[src/hw/rtl/psfp_pkg.sv]
// Shared types and constants for the particulate sensor frame parser.
// No dependencies; compile first.
`default_nettype none

package psfp_pkg;

   localparam logic [7:0] HDR_FIRST  = 8'h42;
   localparam logic [7:0] HDR_SECOND = 8'h4D;
   localparam logic [7:0] LEN_SHORT  = 8'(2 * 9 + 2);
   localparam logic [7:0] LEN_LONG   = 8'(2 * 13 + 2);

   localparam int PAYLOAD_BYTES = 12;
   localparam int IDX_W         = $clog2(PAYLOAD_BYTES);
   localparam int POS_W         = 5;

   // first payload byte sits at this frame position
   localparam logic [POS_W-1:0] POS_PAYLOAD = 5'd4;

   // work codes handed from front to back
   localparam logic [2:0] OP_START     = 3'd0;
   localparam logic [2:0] OP_ADD       = 3'd1;
   localparam logic [2:0] OP_ADD_STORE = 3'd2;
   localparam logic [2:0] OP_CHK_HI    = 3'd3;
   localparam logic [2:0] OP_CHK_LO    = 3'd4;

   typedef struct packed {
      logic [2:0]       op;
      logic [IDX_W-1:0] idx;
      logic [7:0]       data;
   } entry_type;

   typedef struct packed {
      logic [15:0] pm1_standard;
      logic [15:0] pm25_standard;
      logic [15:0] pm10_standard;
      logic [15:0] pm1_atmospheric;
      logic [15:0] pm25_atmospheric;
      logic [15:0] pm10_atmospheric;
   } result_type;

endpackage

`default_nettype wire

[src/hw/rtl/psfp_if.sv]
// Valid/ready channel interfaces for the frame parser: received bytes in,
// decoded concentrations out. No dependencies.
`default_nettype none

interface psfp_req_if;
   logic       valid;
   logic       ready;
   logic [7:0] rx_byte;

   modport source (output valid, output rx_byte, input ready);
   modport sink   (input valid, input rx_byte, output ready);
endinterface

interface psfp_rsp_if;
   logic        valid;
   logic        ready;
   logic [15:0] pm1_standard;
   logic [15:0] pm25_standard;
   logic [15:0] pm10_standard;
   logic [15:0] pm1_atmospheric;
   logic [15:0] pm25_atmospheric;
   logic [15:0] pm10_atmospheric;

   modport source (output valid, output pm1_standard, output pm25_standard,
                   output pm10_standard, output pm1_atmospheric,
                   output pm25_atmospheric, output pm10_atmospheric,
                   input ready);
   modport sink   (input valid, input pm1_standard, input pm25_standard,
                   input pm10_standard, input pm1_atmospheric,
                   input pm25_atmospheric, input pm10_atmospheric,
                   output ready);
endinterface

`default_nettype wire

[src/hw/rtl/psfp_front.sv]
// Front end: tracks frame position and length, tags each frame byte with a work code.
// Depends on psfp_pkg.
`default_nettype none

module psfp_front (
   input  wire logic                clock,
   input  wire logic                reset,
   input  wire logic                req_valid,
   input  wire logic [7:0]          req_rx_byte,
   input  wire logic                req_ready,
   output logic                     push_valid,
   output psfp_pkg::entry_type      push_entry
);

   logic [psfp_pkg::POS_W-1:0] pos_ff, pos_in;
   logic                       long_ff, long_in;
   logic                       hi_zero_ff, hi_zero_in;
   logic                       accept;
   logic [psfp_pkg::POS_W-1:0] chk_hi_pos;
   logic [psfp_pkg::POS_W-1:0] pay_off;

   assign accept     = req_valid && req_ready;
   assign chk_hi_pos = long_ff ? psfp_pkg::POS_W'(psfp_pkg::LEN_LONG + 8'd2)
                               : psfp_pkg::POS_W'(psfp_pkg::LEN_SHORT + 8'd2);
   assign pay_off    = pos_ff - psfp_pkg::POS_PAYLOAD;

   always_comb begin
      pos_in          = pos_ff;
      long_in         = long_ff;
      hi_zero_in      = hi_zero_ff;
      push_valid      = 1'b0;
      push_entry.op   = psfp_pkg::OP_ADD;
      push_entry.idx  = pay_off[psfp_pkg::IDX_W-1:0];
      push_entry.data = req_rx_byte;
      if (accept) begin
         case (pos_ff)
            5'd0: begin
               if (req_rx_byte == psfp_pkg::HDR_FIRST) begin
                  push_valid    = 1'b1;
                  push_entry.op = psfp_pkg::OP_START;
                  pos_in        = 5'd1;
               end
            end
            5'd1: begin
               // a wrong second byte is not retried as a first byte
               if (req_rx_byte == psfp_pkg::HDR_SECOND) begin
                  push_valid = 1'b1;
                  pos_in     = 5'd2;
               end else begin
                  pos_in = '0;
               end
            end
            5'd2: begin
               push_valid = 1'b1;
               hi_zero_in = (req_rx_byte == 8'd0);
               pos_in     = 5'd3;
            end
            5'd3: begin
               if (hi_zero_ff && (req_rx_byte == psfp_pkg::LEN_SHORT ||
                                  req_rx_byte == psfp_pkg::LEN_LONG)) begin
                  push_valid = 1'b1;
                  long_in    = (req_rx_byte == psfp_pkg::LEN_LONG);
                  pos_in     = psfp_pkg::POS_PAYLOAD;
               end else begin
                  pos_in = '0;
               end
            end
            default: begin
               push_valid = 1'b1;
               if (pos_ff == chk_hi_pos) begin
                  push_entry.op = psfp_pkg::OP_CHK_HI;
                  pos_in        = pos_ff + 5'd1;
               end else if (pos_ff == chk_hi_pos + 5'd1) begin
                  push_entry.op = psfp_pkg::OP_CHK_LO;
                  pos_in        = '0;
               end else begin
                  if (pay_off < psfp_pkg::POS_W'(psfp_pkg::PAYLOAD_BYTES)) begin
                     push_entry.op = psfp_pkg::OP_ADD_STORE;
                  end
                  pos_in = pos_ff + 5'd1;
               end
            end
         endcase
      end
   end

   always_ff @(posedge clock) begin
      if (reset) begin
         pos_ff     <= '0;
         long_ff    <= 1'b0;
         hi_zero_ff <= 1'b0;
      end else begin
         pos_ff     <= pos_in;
         long_ff    <= long_in;
         hi_zero_ff <= hi_zero_in;
      end
   end

   a_lo_ends_frame: assert property (@(posedge clock) disable iff (reset)
      (push_valid && push_entry.op == psfp_pkg::OP_CHK_LO) |=> (pos_ff == '0))
      else $error("front: frame position not cleared after checksum");

   a_store_in_range: assert property (@(posedge clock) disable iff (reset)
      (push_valid && push_entry.op == psfp_pkg::OP_ADD_STORE) |->
      (push_entry.idx < psfp_pkg::IDX_W'(psfp_pkg::PAYLOAD_BYTES)))
      else $error("front: payload index beyond store");

endmodule

`default_nettype wire

[src/hw/rtl/psfp_queue.sv]
// Small FIFO of tagged bytes between the front and back ends.
// Depends on psfp_pkg.
`default_nettype none

module psfp_queue #(
   parameter int DEPTH = 2
) (
   input  wire logic                 clock,
   input  wire logic                 reset,
   input  wire logic                 push_valid,
   input  wire psfp_pkg::entry_type  push_entry,
   output logic                      full,
   output logic                      head_valid,
   output psfp_pkg::entry_type       head_entry,
   input  wire logic                 pop
);

   localparam int PTR_W = (DEPTH > 1) ? $clog2(DEPTH) : 1;
   localparam int CNT_W = $clog2(DEPTH + 1);
   localparam logic [PTR_W-1:0] PTR_LAST = PTR_W'(DEPTH - 1);

   psfp_pkg::entry_type mem_ff [DEPTH];
   logic [PTR_W-1:0]    wr_ptr_ff, rd_ptr_ff;
   logic [CNT_W-1:0]    count_ff;
   logic                do_push, do_pop;

   assign full       = (count_ff == CNT_W'(DEPTH));
   assign head_valid = (count_ff != '0);
   assign head_entry = mem_ff[rd_ptr_ff];
   assign do_push    = push_valid && !full;
   assign do_pop     = pop && head_valid;

   always_ff @(posedge clock) begin
      if (do_push) begin
         mem_ff[wr_ptr_ff] <= push_entry;
      end
   end

   always_ff @(posedge clock) begin
      if (reset) begin
         wr_ptr_ff <= '0;
         rd_ptr_ff <= '0;
         count_ff  <= '0;
      end else begin
         if (do_push) begin
            wr_ptr_ff <= (wr_ptr_ff == PTR_LAST) ? '0 : wr_ptr_ff + 1'b1;
         end
         if (do_pop) begin
            rd_ptr_ff <= (rd_ptr_ff == PTR_LAST) ? '0 : rd_ptr_ff + 1'b1;
         end
         if (do_push && !do_pop) begin
            count_ff <= count_ff + 1'b1;
         end else if (do_pop && !do_push) begin
            count_ff <= count_ff - 1'b1;
         end
      end
   end

   a_no_drop: assert property (@(posedge clock) disable iff (reset)
      push_valid |-> !full)
      else $error("queue: push while full, item lost");

endmodule

`default_nettype wire

[src/hw/rtl/psfp_back.sv]
// Back end: running sum, payload store, checksum compare and result register.
// Depends on psfp_pkg.
`default_nettype none

module psfp_back (
   input  wire logic                 clock,
   input  wire logic                 reset,
   input  wire logic                 head_valid,
   input  wire psfp_pkg::entry_type  head_entry,
   output logic                      pop,
   input  wire logic                 rsp_ready,
   output logic                      rsp_valid,
   output psfp_pkg::result_type      rsp_result
);

   logic [15:0]          sum_ff, sum_in;
   logic [7:0]           chk_hi_ff, chk_hi_in;
   logic                 rsp_valid_ff, rsp_valid_in;
   psfp_pkg::result_type result_ff, result_in;
   logic [7:0]           store_ff [psfp_pkg::PAYLOAD_BYTES];
   logic                 slot_free;
   logic                 match;

   // only the checksum low byte needs the result slot
   assign slot_free = !rsp_valid_ff || rsp_ready;
   assign pop       = head_valid &&
                      (head_entry.op != psfp_pkg::OP_CHK_LO || slot_free);
   assign match     = pop && head_entry.op == psfp_pkg::OP_CHK_LO &&
                      ({chk_hi_ff, head_entry.data} == sum_ff);

   always_comb begin
      sum_in       = sum_ff;
      chk_hi_in    = chk_hi_ff;
      rsp_valid_in = rsp_valid_ff && !rsp_ready;
      result_in    = result_ff;
      if (pop) begin
         case (head_entry.op)
            psfp_pkg::OP_START:     sum_in = {8'd0, head_entry.data};
            psfp_pkg::OP_ADD:       sum_in = sum_ff + {8'd0, head_entry.data};
            psfp_pkg::OP_ADD_STORE: sum_in = sum_ff + {8'd0, head_entry.data};
            psfp_pkg::OP_CHK_HI:    chk_hi_in = head_entry.data;
            default: ;
         endcase
      end
      if (match) begin
         rsp_valid_in               = 1'b1;
         result_in.pm1_standard     = {store_ff[0], store_ff[1]};
         result_in.pm25_standard    = {store_ff[2], store_ff[3]};
         result_in.pm10_standard    = {store_ff[4], store_ff[5]};
         result_in.pm1_atmospheric  = {store_ff[6], store_ff[7]};
         result_in.pm25_atmospheric = {store_ff[8], store_ff[9]};
         result_in.pm10_atmospheric = {store_ff[10], store_ff[11]};
      end
   end

   always_ff @(posedge clock) begin
      if (pop && head_entry.op == psfp_pkg::OP_ADD_STORE) begin
         store_ff[head_entry.idx] <= head_entry.data;
      end
      result_ff <= result_in;
      sum_ff    <= sum_in;
      chk_hi_ff <= chk_hi_in;
   end

   always_ff @(posedge clock) begin
      if (reset) begin
         rsp_valid_ff <= 1'b0;
      end else begin
         rsp_valid_ff <= rsp_valid_in;
      end
   end

   assign rsp_valid  = rsp_valid_ff;
   assign rsp_result = result_ff;

   a_rsp_from_check: assert property (@(posedge clock) disable iff (reset)
      $rose(rsp_valid_ff) |-> $past(pop && head_entry.op == psfp_pkg::OP_CHK_LO))
      else $error("back: result raised without a checksum byte");

   a_start_loads_sum: assert property (@(posedge clock) disable iff (reset)
      (pop && head_entry.op == psfp_pkg::OP_START) |=>
      (sum_ff == {8'd0, $past(head_entry.data)}))
      else $error("back: running sum not seeded by header byte");

endmodule

`default_nettype wire

[src/hw/rtl/particulate_sensor_frame_parser_core.sv]
// Top level of the particulate sensor frame parser: front, queue and back.
// Depends on psfp_pkg, psfp_if, psfp_front, psfp_queue, psfp_back.
//
//   Channel   Dir   Handshake        Payload
//   req_ch    in    valid / ready    rx_byte[7:0]
//   rsp_ch    out   valid / ready    six 16-bit concentrations
//
// One byte is taken every cycle while the tag queue has room.
// rsp_ch.valid is registered; it rises once the back end pops a frame's last
// checksum byte and the sum matches, waiting only while an older result is held.
// A held result stalls only the checksum low byte in the back end; the
// queue (QUEUE_DEPTH entries) then fills and req_ch.ready drops.
// Synchronous reset returns the parser to header hunting and empties the queue.
`default_nettype none

module particulate_sensor_frame_parser_core #(
   parameter int QUEUE_DEPTH = 2
) (
   input  wire logic     clock,
   input  wire logic     reset,
   psfp_req_if.sink      req_ch,
   psfp_rsp_if.source    rsp_ch
);

   psfp_pkg::entry_type  push_entry, head_entry;
   psfp_pkg::result_type result;
   logic                 push_valid, full, head_valid, pop;
   logic                 req_ready;

   assign req_ready    = !full;
   assign req_ch.ready = req_ready;

   psfp_front u_front (
      .clock       (clock),
      .reset       (reset),
      .req_valid   (req_ch.valid),
      .req_rx_byte (req_ch.rx_byte),
      .req_ready   (req_ready),
      .push_valid  (push_valid),
      .push_entry  (push_entry)
   );

   psfp_queue #(
      .DEPTH (QUEUE_DEPTH)
   ) u_queue (
      .clock      (clock),
      .reset      (reset),
      .push_valid (push_valid),
      .push_entry (push_entry),
      .full       (full),
      .head_valid (head_valid),
      .head_entry (head_entry),
      .pop        (pop)
   );

   psfp_back u_back (
      .clock      (clock),
      .reset      (reset),
      .head_valid (head_valid),
      .head_entry (head_entry),
      .pop        (pop),
      .rsp_ready  (rsp_ch.ready),
      .rsp_valid  (rsp_ch.valid),
      .rsp_result (result)
   );

   assign rsp_ch.pm1_standard     = result.pm1_standard;
   assign rsp_ch.pm25_standard    = result.pm25_standard;
   assign rsp_ch.pm10_standard    = result.pm10_standard;
   assign rsp_ch.pm1_atmospheric  = result.pm1_atmospheric;
   assign rsp_ch.pm25_atmospheric = result.pm25_atmospheric;
   assign rsp_ch.pm10_atmospheric = result.pm10_atmospheric;

endmodule

`default_nettype wire
[src/flat_wrapper.sv]
// flat-port wrapper written by rule: the top's interface ports become plain ports
module particulate_sensor_frame_parser_core_flat 
#(
   parameter int QUEUE_DEPTH = 2
)
  (clock, reset, req_ch_valid, req_ch_rx_byte, req_ch_ready, rsp_ch_valid, rsp_ch_pm1_standard, rsp_ch_pm25_standard, rsp_ch_pm10_standard, rsp_ch_pm1_atmospheric, rsp_ch_pm25_atmospheric, rsp_ch_pm10_atmospheric, rsp_ch_ready);
  psfp_req_if req_ch_i ();
  psfp_rsp_if rsp_ch_i ();
  input  wire logic clock;
  input  wire logic reset;
  input wire logic [$bits(req_ch_i.valid)-1:0] req_ch_valid;
  input wire logic [$bits(req_ch_i.rx_byte)-1:0] req_ch_rx_byte;
  output wire logic [$bits(req_ch_i.ready)-1:0] req_ch_ready;
  output wire logic [$bits(rsp_ch_i.valid)-1:0] rsp_ch_valid;
  output wire logic [$bits(rsp_ch_i.pm1_standard)-1:0] rsp_ch_pm1_standard;
  output wire logic [$bits(rsp_ch_i.pm25_standard)-1:0] rsp_ch_pm25_standard;
  output wire logic [$bits(rsp_ch_i.pm10_standard)-1:0] rsp_ch_pm10_standard;
  output wire logic [$bits(rsp_ch_i.pm1_atmospheric)-1:0] rsp_ch_pm1_atmospheric;
  output wire logic [$bits(rsp_ch_i.pm25_atmospheric)-1:0] rsp_ch_pm25_atmospheric;
  output wire logic [$bits(rsp_ch_i.pm10_atmospheric)-1:0] rsp_ch_pm10_atmospheric;
  input wire logic [$bits(rsp_ch_i.ready)-1:0] rsp_ch_ready;
  assign req_ch_i.valid = req_ch_valid;
  assign req_ch_i.rx_byte = req_ch_rx_byte;
  assign req_ch_ready = req_ch_i.ready;
  assign rsp_ch_valid = rsp_ch_i.valid;
  assign rsp_ch_pm1_standard = rsp_ch_i.pm1_standard;
  assign rsp_ch_pm25_standard = rsp_ch_i.pm25_standard;
  assign rsp_ch_pm10_standard = rsp_ch_i.pm10_standard;
  assign rsp_ch_pm1_atmospheric = rsp_ch_i.pm1_atmospheric;
  assign rsp_ch_pm25_atmospheric = rsp_ch_i.pm25_atmospheric;
  assign rsp_ch_pm10_atmospheric = rsp_ch_i.pm10_atmospheric;
  assign rsp_ch_i.ready = rsp_ch_ready;
  particulate_sensor_frame_parser_core #(.QUEUE_DEPTH(QUEUE_DEPTH)) u_core (.clock(clock), .reset(reset), .req_ch(req_ch_i), .rsp_ch(rsp_ch_i));
endmodule
[config.mk]
export PLATFORM = sky130hd
export DESIGN_NAME = particulate_sensor_frame_parser_core_flat
export DESIGN_NICKNAME = d
export VERILOG_FILES = /design/src/hw/rtl/psfp_pkg.sv /design/src/hw/rtl/psfp_if.sv /design/src/hw/rtl/psfp_front.sv /design/src/hw/rtl/psfp_queue.sv /design/src/hw/rtl/psfp_back.sv /design/src/hw/rtl/particulate_sensor_frame_parser_core.sv /design/src/flat_wrapper.sv
export SDC_FILE = /design/constraint.sdc
export NUM_CORES = 1
export LEC_CHECK = 0
export BUFFER_PORTS_ARGS = -buffer_cell sky130_fd_sc_hd__buf_4
export CAP_MARGIN = 10
export CORE_MARGIN = 2
export CORE_UTILIZATION = 40
export CTS_CLUSTER_SIZE = 8
export DETAILED_ROUTE_END_ITERATION = 8
export PLACE_DENSITY = 0.59
export SLEW_MARGIN = 10
export SYNTH_ARGS = -nofsm -noshare
export SYNTH_HDL_FRONTEND = slang
export SYNTH_HIERARCHICAL = 1
export SYNTH_SLANG_ARGS = --single-unit
[constraint.sdc]
create_clock -name clock -period 27.2 [get_ports clock]
set_input_delay 1.36 -clock clock [delete_from_list [all_inputs] [get_ports clock]]
set_output_delay 1.36 -clock clock [all_outputs]
set_load 0.05 [all_outputs]
==> metrics.cfg, run 1 <==
[clock_tree]
cts_buffer_depth = 3
postCtsSetupBuffers = 0
numClockSinks = 259
h-tree-depth = 2
cts_made_buffers = 38
clk_pin_slew_worst_paths_ns = 0.05
cts-resized-gates = 0
clock_latency_ns = 0.50
cts_tree = yes
hold_buffers = 0
root_buffer = clkbuf_16

[yosys]
synth-seq-cells = 259
ys.flop_type = edfxtp_1
yosys_warnings = 6
synth_nets = 583
syn_area_um2 = 9610
synth_edf_count = 246
async_flop_share = 0
syn_avg_cell_area_um2 = 17.3
syn_inst = 554
yosysSeqAreaShare = 0.796
synth_cell_types = 56

[place]
port_buffers = 109
gp_congestion = 0.857
dp_cells = 964
place_ws_ns = 23.20
dp_hpwl_mm = 11.6

[pwr]
peakVddDrop_uv = 33.1
switching_power_w = 0.000155
powerDensity_nw_per_um2 = 72.4
pwr-share-comb = 0.005
power.internal_w = 0.000701
switching_share = 0.181
pwr-share-seq = 0.505
p_clk_frac = 0.490
leakage_nw = 4.05

[global_route]
grt_pass1_vias = 5017
antenna_found_initial = 0
met2_usage = 0.216
grt_overflow = 0
grt_busiest_layer = met2
grt_use_total = 0.142
grt_pass1_wl_mm = 28.2
grt_max_degree = 97
gr-usage-met3 = 0.0365
met1_usage = 0.200

[timing]
finalSetupTns_ns = 0
fmax_ghz = 0.254
slew_violations = 0
fin_hold_ws_ns = 0.414
finalCritPeriodShare = 0.145
hold_viol = 0
rsz0062_at_grt = false
worst_pin_slew_ns = 1.17
clock_skew_ns = 0.0131
setup_slack_ns = 23.27
max-slew-margin-rel = 0.221
finalCriticalPeriod_ns = 3.93
final-setup-viol-count = 0

[route]
final_antenna_net_count = 0
vias = 5085
wl_per_cell_um = 17.6
drt_iter0_drc = 335
vias_per_cell = 5.00
first_pass_iters = 4
drc = 0
drt-total-wl_mm = 17.9

[final_layout]
area_growth_pct = 22.9
diodes = 0
drive_gt1_frac = 0.255
fin_cells = 1017
final_net_count = 714
postLayoutCoreUtil = 0.502
fill_cells = 1962

[die]
start_util = 0.408
core_region_area_um2 = 23500
die-area_um2 = 25300
chipWidth_um = 159
die_h_um = 159
rows = 56
ios = 110

[critical_path]
cp.required_ns = 27.31
worstSetupStartpointType = flip-flop
r2r.worst_path.cells = 6
path_max_fanout = 96
worstSetupEndpointType = flip-flop
crit_chain = mux2_2 -> ha_1 -> nor4_1 -> nand2_1 -> nor4b_2 -> buf_4
crit_cells = 6
arrival_ns = 4.04
ff2ff_setup_slack_ns = 23.27
path_class = reg -> reg
critical-path-top-delay-family = buffers and inverters
r2r_end = u_core/u_back/rsp_result[5]
endpoint = u_core/u_back/rsp_result[5]
crit_buf_inv = 1
crit_slowest_cell = buf_4
cpPeakStageDelay_ns = 0.91

[run]
maxCapViolations = 0

[worst_hold_path]
hold_depth = 0
hp-class = reg -> reg

[status]
outcome = finished clean

sequential cells by signal, indices dropped and copies added (netlist names), named ones only:
name and cells:
u_core/u_back/sum_ff 16, u_core/u_queue/count_ff 2, u_core/u_queue/wr_ptr_ff 1, u_core/u_back/rsp_result 96, u_core/u_back/rsp_valid 1, u_core/u_queue/mem_ff 30
u_core/u_front/hi_zero_ff 1, u_core/u_back/store_ff 96, u_core/u_front/pos_ff 5, u_core/u_back/chk_hi_ff 8, u_core/u_front/long_ff 1, u_core/u_queue/rd_ptr_ff 1
power groups by stage:
stage               Sequential (W)  Combinational, W  Clock [W]
global placement          0.000439        0.00000443          0
detailed placement        0.000439        0.00000461          0
finish                    0.000432        0.00000462   0.000419
floorplan                 0.000439        0.00000275          0
CTS                       0.000432        0.00000464   0.000431
global route              0.000431        0.00000511   0.000448
cell usage in the layout, fill, tap and decap left out, types with 3 or more instances in the layout:
cell type    n
nor2_1      28
or4_1        7
and3_1       4
edfxtp_1   246
nor3_1       5
clkbuf_1    11
inv_1       13
a21o_1       3
xnor2_1     13
mux2_2      15
and4_1       3
nand2b_1     9
a211oi_1     5
clkbuf_16   39
nor2b_1      3
nand2_1     28
o21ai_0     13
and2_1       4
a21oi_1     16
o31ai_1      6
nand4_1     10
dfxtp_1     13
a31oi_1      3
ha_1        16
nor4b_1      4
nand3_1     11
xor2_1       6
or3_1        4
o21ai_1      7
o2111ai_1    4
buf_4      111
kinds of logic (layout without fill, tap and decap cells):
group | Yosys count | count (layout) | synth area share
xor+xnor | 19 | 19 | 0.0173
flops | 259 | 259 | 0.796
simple gates | 136 | 136 | 0.0780
buf+inv | 33 | 177 | 0.0174
fa+ha+maj | 17 | 17 | 0.0229
compound gates | 74 | 74 | 0.0501
mux | 16 | 16 | 0.0186
worst reg2reg max path, cell delays in order, from the launching register on:
cell and delay (ns):
dfxtp_1 0.72, mux2_2 0.58, ha_1 0.45, nor4_1 0.40, nand2_1 0.12, nor4b_2 0.30, buf_4 0.91
routing by layer:
layer,up-vias,share of wire
li1,2409,-
met1,2466,0.46
met2,175,0.45
met3,35,0.068
met4,0,0.024
met5,-,0
cell type report:
class | instances | area, um2 | share of cell area
sequential | 259 | 7650 | 0.647
multi-input combinational | 262 | 1810 | 0.153
clock buffer | 50 | 1020 | 0.0861
timing repair buffer | 111 | 833 | 0.0705
tap | 319 | 399 | 0.0338
clock inverter | 3 | 58.8 | 0.00498
inverter | 13 | 48.8 | 0.00413
cells in the mapped netlist (3+ instances only):
library cell | number | share of area
nand4_1 | 10 | 0.0065
xor2_1 | 6 | 0.0055
clkbuf_1 | 6 | 0.0023
mux2_2 | 15 | 0.018
nand2b_1 | 9 | 0.0059
a21oi_1 | 17 | 0.0089
o21ai_1 | 7 | 0.0036
ha_1 | 16 | 0.021
nor2b_1 | 3 | 0.0020
and4_1 | 3 | 0.0027
a31oi_1 | 3 | 0.0020
dfxtp_1 | 13 | 0.027
or4_1 | 7 | 0.0055
xnor2_1 | 13 | 0.012
and2_1 | 4 | 0.0026
a211oi_1 | 5 | 0.0039
inv_1 | 13 | 0.0051
o2111ai_1 | 4 | 0.0036
nand2_1 | 28 | 0.011
o31ai_1 | 6 | 0.0047
nor4b_1 | 5 | 0.0046
nand3_1 | 11 | 0.0057
or3_1 | 4 | 0.0026
buf_4 | 11 | 0.0086
a21o_1 | 3 | 0.0023
nor3_1 | 6 | 0.0031
and3_1 | 4 | 0.0026
o21ai_0 | 13 | 0.0068
nor2_1 | 28 | 0.011
edfxtp_1 | 246 | 0.77
through the flow:
step	total power [W]	instance area, um2
3_3_place_gp	0.000443	10700
3_5_place_dp	0.000443	10700
2_1_floorplan	0.000442	9610
6_report	0.000856	11800
4_1_cts	0.000867	11800
5_1_grt	0.000884	11800
how the worst min path moves through the flow:
stage | start | to | slack (ns)
2_1_floorplan | u_core/u_back/store_ff[11][0] | u_core/u_back/rsp_result[0] | 0.40
3_3_place_gp | u_core/u_back/store_ff[1][2] | u_core/u_back/rsp_result[82] | 0.40
3_5_place_dp | u_core/u_back/store_ff[9][2] | u_core/u_back/rsp_result[18] | 0.40
4_1_cts | u_core/u_back/store_ff[7][4] | u_core/u_back/rsp_result[36] | 0.41
5_1_grt | u_core/u_back/store_ff[8][6] | u_core/u_back/rsp_result[30] | 0.42
6_report | u_core/u_back/store_ff[10][1] | u_core/u_back/rsp_result[9] | 0.41
(Power assumes the default switching activity.)
==> run 2, diff against run 1 <==
ABC_AREA = 1   (was unset)
clock period = 3.73 ns   (was 27.2 ns; I/O delays follow)
==> metrics.cfg, run 2 <==
[status]
outcome = finished clean

[pwr]
p_clk_frac = 0.364
powerDensity_nw_per_um2 = 672
pwr-share-comb = 0.200
switching_power_w = 0.00234
leakage_nw = 4.68
power.internal_w = 0.00592
peakVddDrop_uv = 305
switching_share = 0.283
pwr-share-seq = 0.436

[timing]
slew_violations = 0
finalCriticalPeriod_ns = 3.10
fmax_ghz = 0.323
max-slew-margin-rel = 0.483
clock_skew_ns = 0.0238
hold_viol = 0
finalCritPeriodShare = 0.831
rsz0062_at_grt = false
worst_pin_slew_ns = 0.772
final-setup-viol-count = 0
finalSetupTns_ns = 0

[route]
drc = 0
drt_iter0_drc = 345
final_antenna_net_count = 0
first_pass_iters = 4
wl_per_cell_um = 16.1
vias = 5522
vias_per_cell = 4.65
drt-total-wl_mm = 19.2

[critical_path]
cp.required_ns = 3.86
crit_buf_inv = 2
ff2ff_setup_slack_ns = 0.63
cpPeakStageDelay_ns = 0.61
critical-path-top-delay-family = flip-flops
crit_slowest_cell = dfxtp_1
arrival_ns = 3.23
crit_chain = mux2_2 -> ha_1 -> nor2_1 -> nand2_1 -> nor2_1 -> nand2_1 -> nor2_1 -> nand2_1 -> clkinvlp_4 -> buf_12
worstSetupEndpointType = flip-flop
crit_cells = 10
worstSetupStartpointType = flip-flop
r2r.worst_path.cells = 10
path_class = reg -> reg
path_max_fanout = 96
endpoint = u_core/u_back/rsp_result[10]
r2r_end = u_core/u_back/rsp_result[10]

[yosys]
syn_inst = 701
yosysTopAreaCellShare = 0.739
yosys_warnings = 6
yosysMostFrequentCell = edfxtp_1
synth_nets = 730
synth-seq-cells = 259
synth_edf_count = 246
synth_cell_types = 38
synth_top_cell_by_area = edfxtp_1
ys.flop_type = edfxtp_1
synth.area.top_cells = edfxtp_1, nand2_1, nor2_1
synth_top_cells_by_count = edfxtp_1, nand2_1, nor2_1
yosysSeqAreaShare = 0.765
async_flop_share = 0
syn_avg_cell_area_um2 = 14.3
syn_area_um2 = 9990

[die]
rows = 57
die_h_um = 162
ios = 110
start_util = 0.410
die-area_um2 = 26300
core_region_area_um2 = 24400
chipWidth_um = 162

[final_layout]
final_common_cell = edfxtp_1
final_net_count = 880
fill_cells = 2098
postLayoutCoreUtil = 0.504
area_growth_pct = 23.0
diodes = 0
drive_gt1_frac = 0.236
final_cell_mix = edfxtp_1, nand2_1, buf_4, nor2_1, inv_1

[global_route]
grt_busiest_layer = met2
antenna_found_initial = 0
grt_pass1_wl_mm = 29.6
met2_usage = 0.222
grt_overflow = 0
grt_max_degree = 97
gr-usage-met3 = 0.0322
met1_usage = 0.212
grt_use_total = 0.147
grt_pass1_vias = 5271

[clock_tree]
cts_tree = yes
root_buffer = clkbuf_16
h-tree-depth = 2
cts_made_buffers = 38
cts_buffer_depth = 3
postCtsSetupBuffers = 0
clk_pin_slew_worst_paths_ns = 0.05
clock_latency_ns = 0.51
numClockSinks = 259

[place]
port_buffers = 109
gp_congestion = 0.870
dp_hpwl_mm = 12.6

[worst_hold_path]
hp-class = in -> reg
hold_start = rsp_ch_ready

[run]
maxCapViolations = 0

run 2: timing repair:
action                    in CTS  in global routing
resized for setup              0                  0
hold buffers                   9                  0
hold endpoints to repair      17                  0
run 2: cell type report:
class                           count  area (um2)  share of cell area
Clock buffer                       50        1020              0.0828
Sequential cell                   259        7650               0.622
Multi-Input combinational cell    356        1950               0.158
Inverter                           72         274              0.0223
Tap cell                          324         405              0.0330
Timing Repair Buffer              124         966              0.0786
Clock inverter                      3        33.8             0.00275
run 2: through the flow:
stage	area (um2)	std cells	total power (W)	setup WS (ns)	hold slack, ns
final	12300	1188	0.00826	0.629	0.00936
after global routing	12300	1188	0.00870	0.468	0.0522
after CTS	12300	1188	0.00836	0.622	0.00809
after detailed placement	11100	1126	0.00530	0.648	0.401
after global placement	11100	1126	0.00528	0.730	0.394
after floorplan	10000	701	0.00490	0.314	0.256
run 2: worst min-delay path by stage:
stage	end	slack, ns	depth (start not counted)
2_1_floorplan	u_core/u_back/rsp_valid	0.26	1
5_1_grt	u_core/u_back/rsp_valid	0.05	4
6_report	u_core/u_back/rsp_valid	0.009	4
3_3_place_gp	u_core/u_queue/mem_ff[0][7]	0.39	1
3_5_place_dp	u_core/u_queue/mem_ff[0][6]	0.40	1
4_1_cts	u_core/u_back/rsp_valid	0.008	4
run 2: power by group through the flow:
| stage | sequential, W | clock (W) | combinational [W] |
|---|---|---|---|
| after floorplan | 0.00361 | 0 | 0.00128 |
| after global placement | 0.00365 | 0 | 0.00163 |
| after detailed placement | 0.00366 | 0 | 0.00165 |
| after CTS | 0.00360 | 0.00310 | 0.00167 |
| after global routing | 0.00362 | 0.00321 | 0.00187 |
| final | 0.00360 | 0.00300 | 0.00165 |
run 2: tightest hold or removal path: stages:
cell and delay (ns):
buf_4 0.08, nor2_1 0.06, inv_1 0.05, a21oi_1 0.08
run 2: cells by family (layout without fill, tap and decap cells):
kind of cell	count (synthesis)	in the layout	synth area share
muxes	15	15	0.0207
AOI/OAI and AO/OA	33	33	0.0185
and+or+nand+nor	283	283	0.127
xor gates and xnor gates	8	8	0.00701
DFF	259	259	0.765
adders and majority gates	17	17	0.0220
buffers and inverters	86	249	0.0399
run 2: per-layer routing:
layer / routed length [um] / vias to the layer above
met5: 0 / -
met4: 337 / 0
met3: 1170 / 28
met2: 8500 / 179
met1: 9140 / 2602
li1: - / 2713
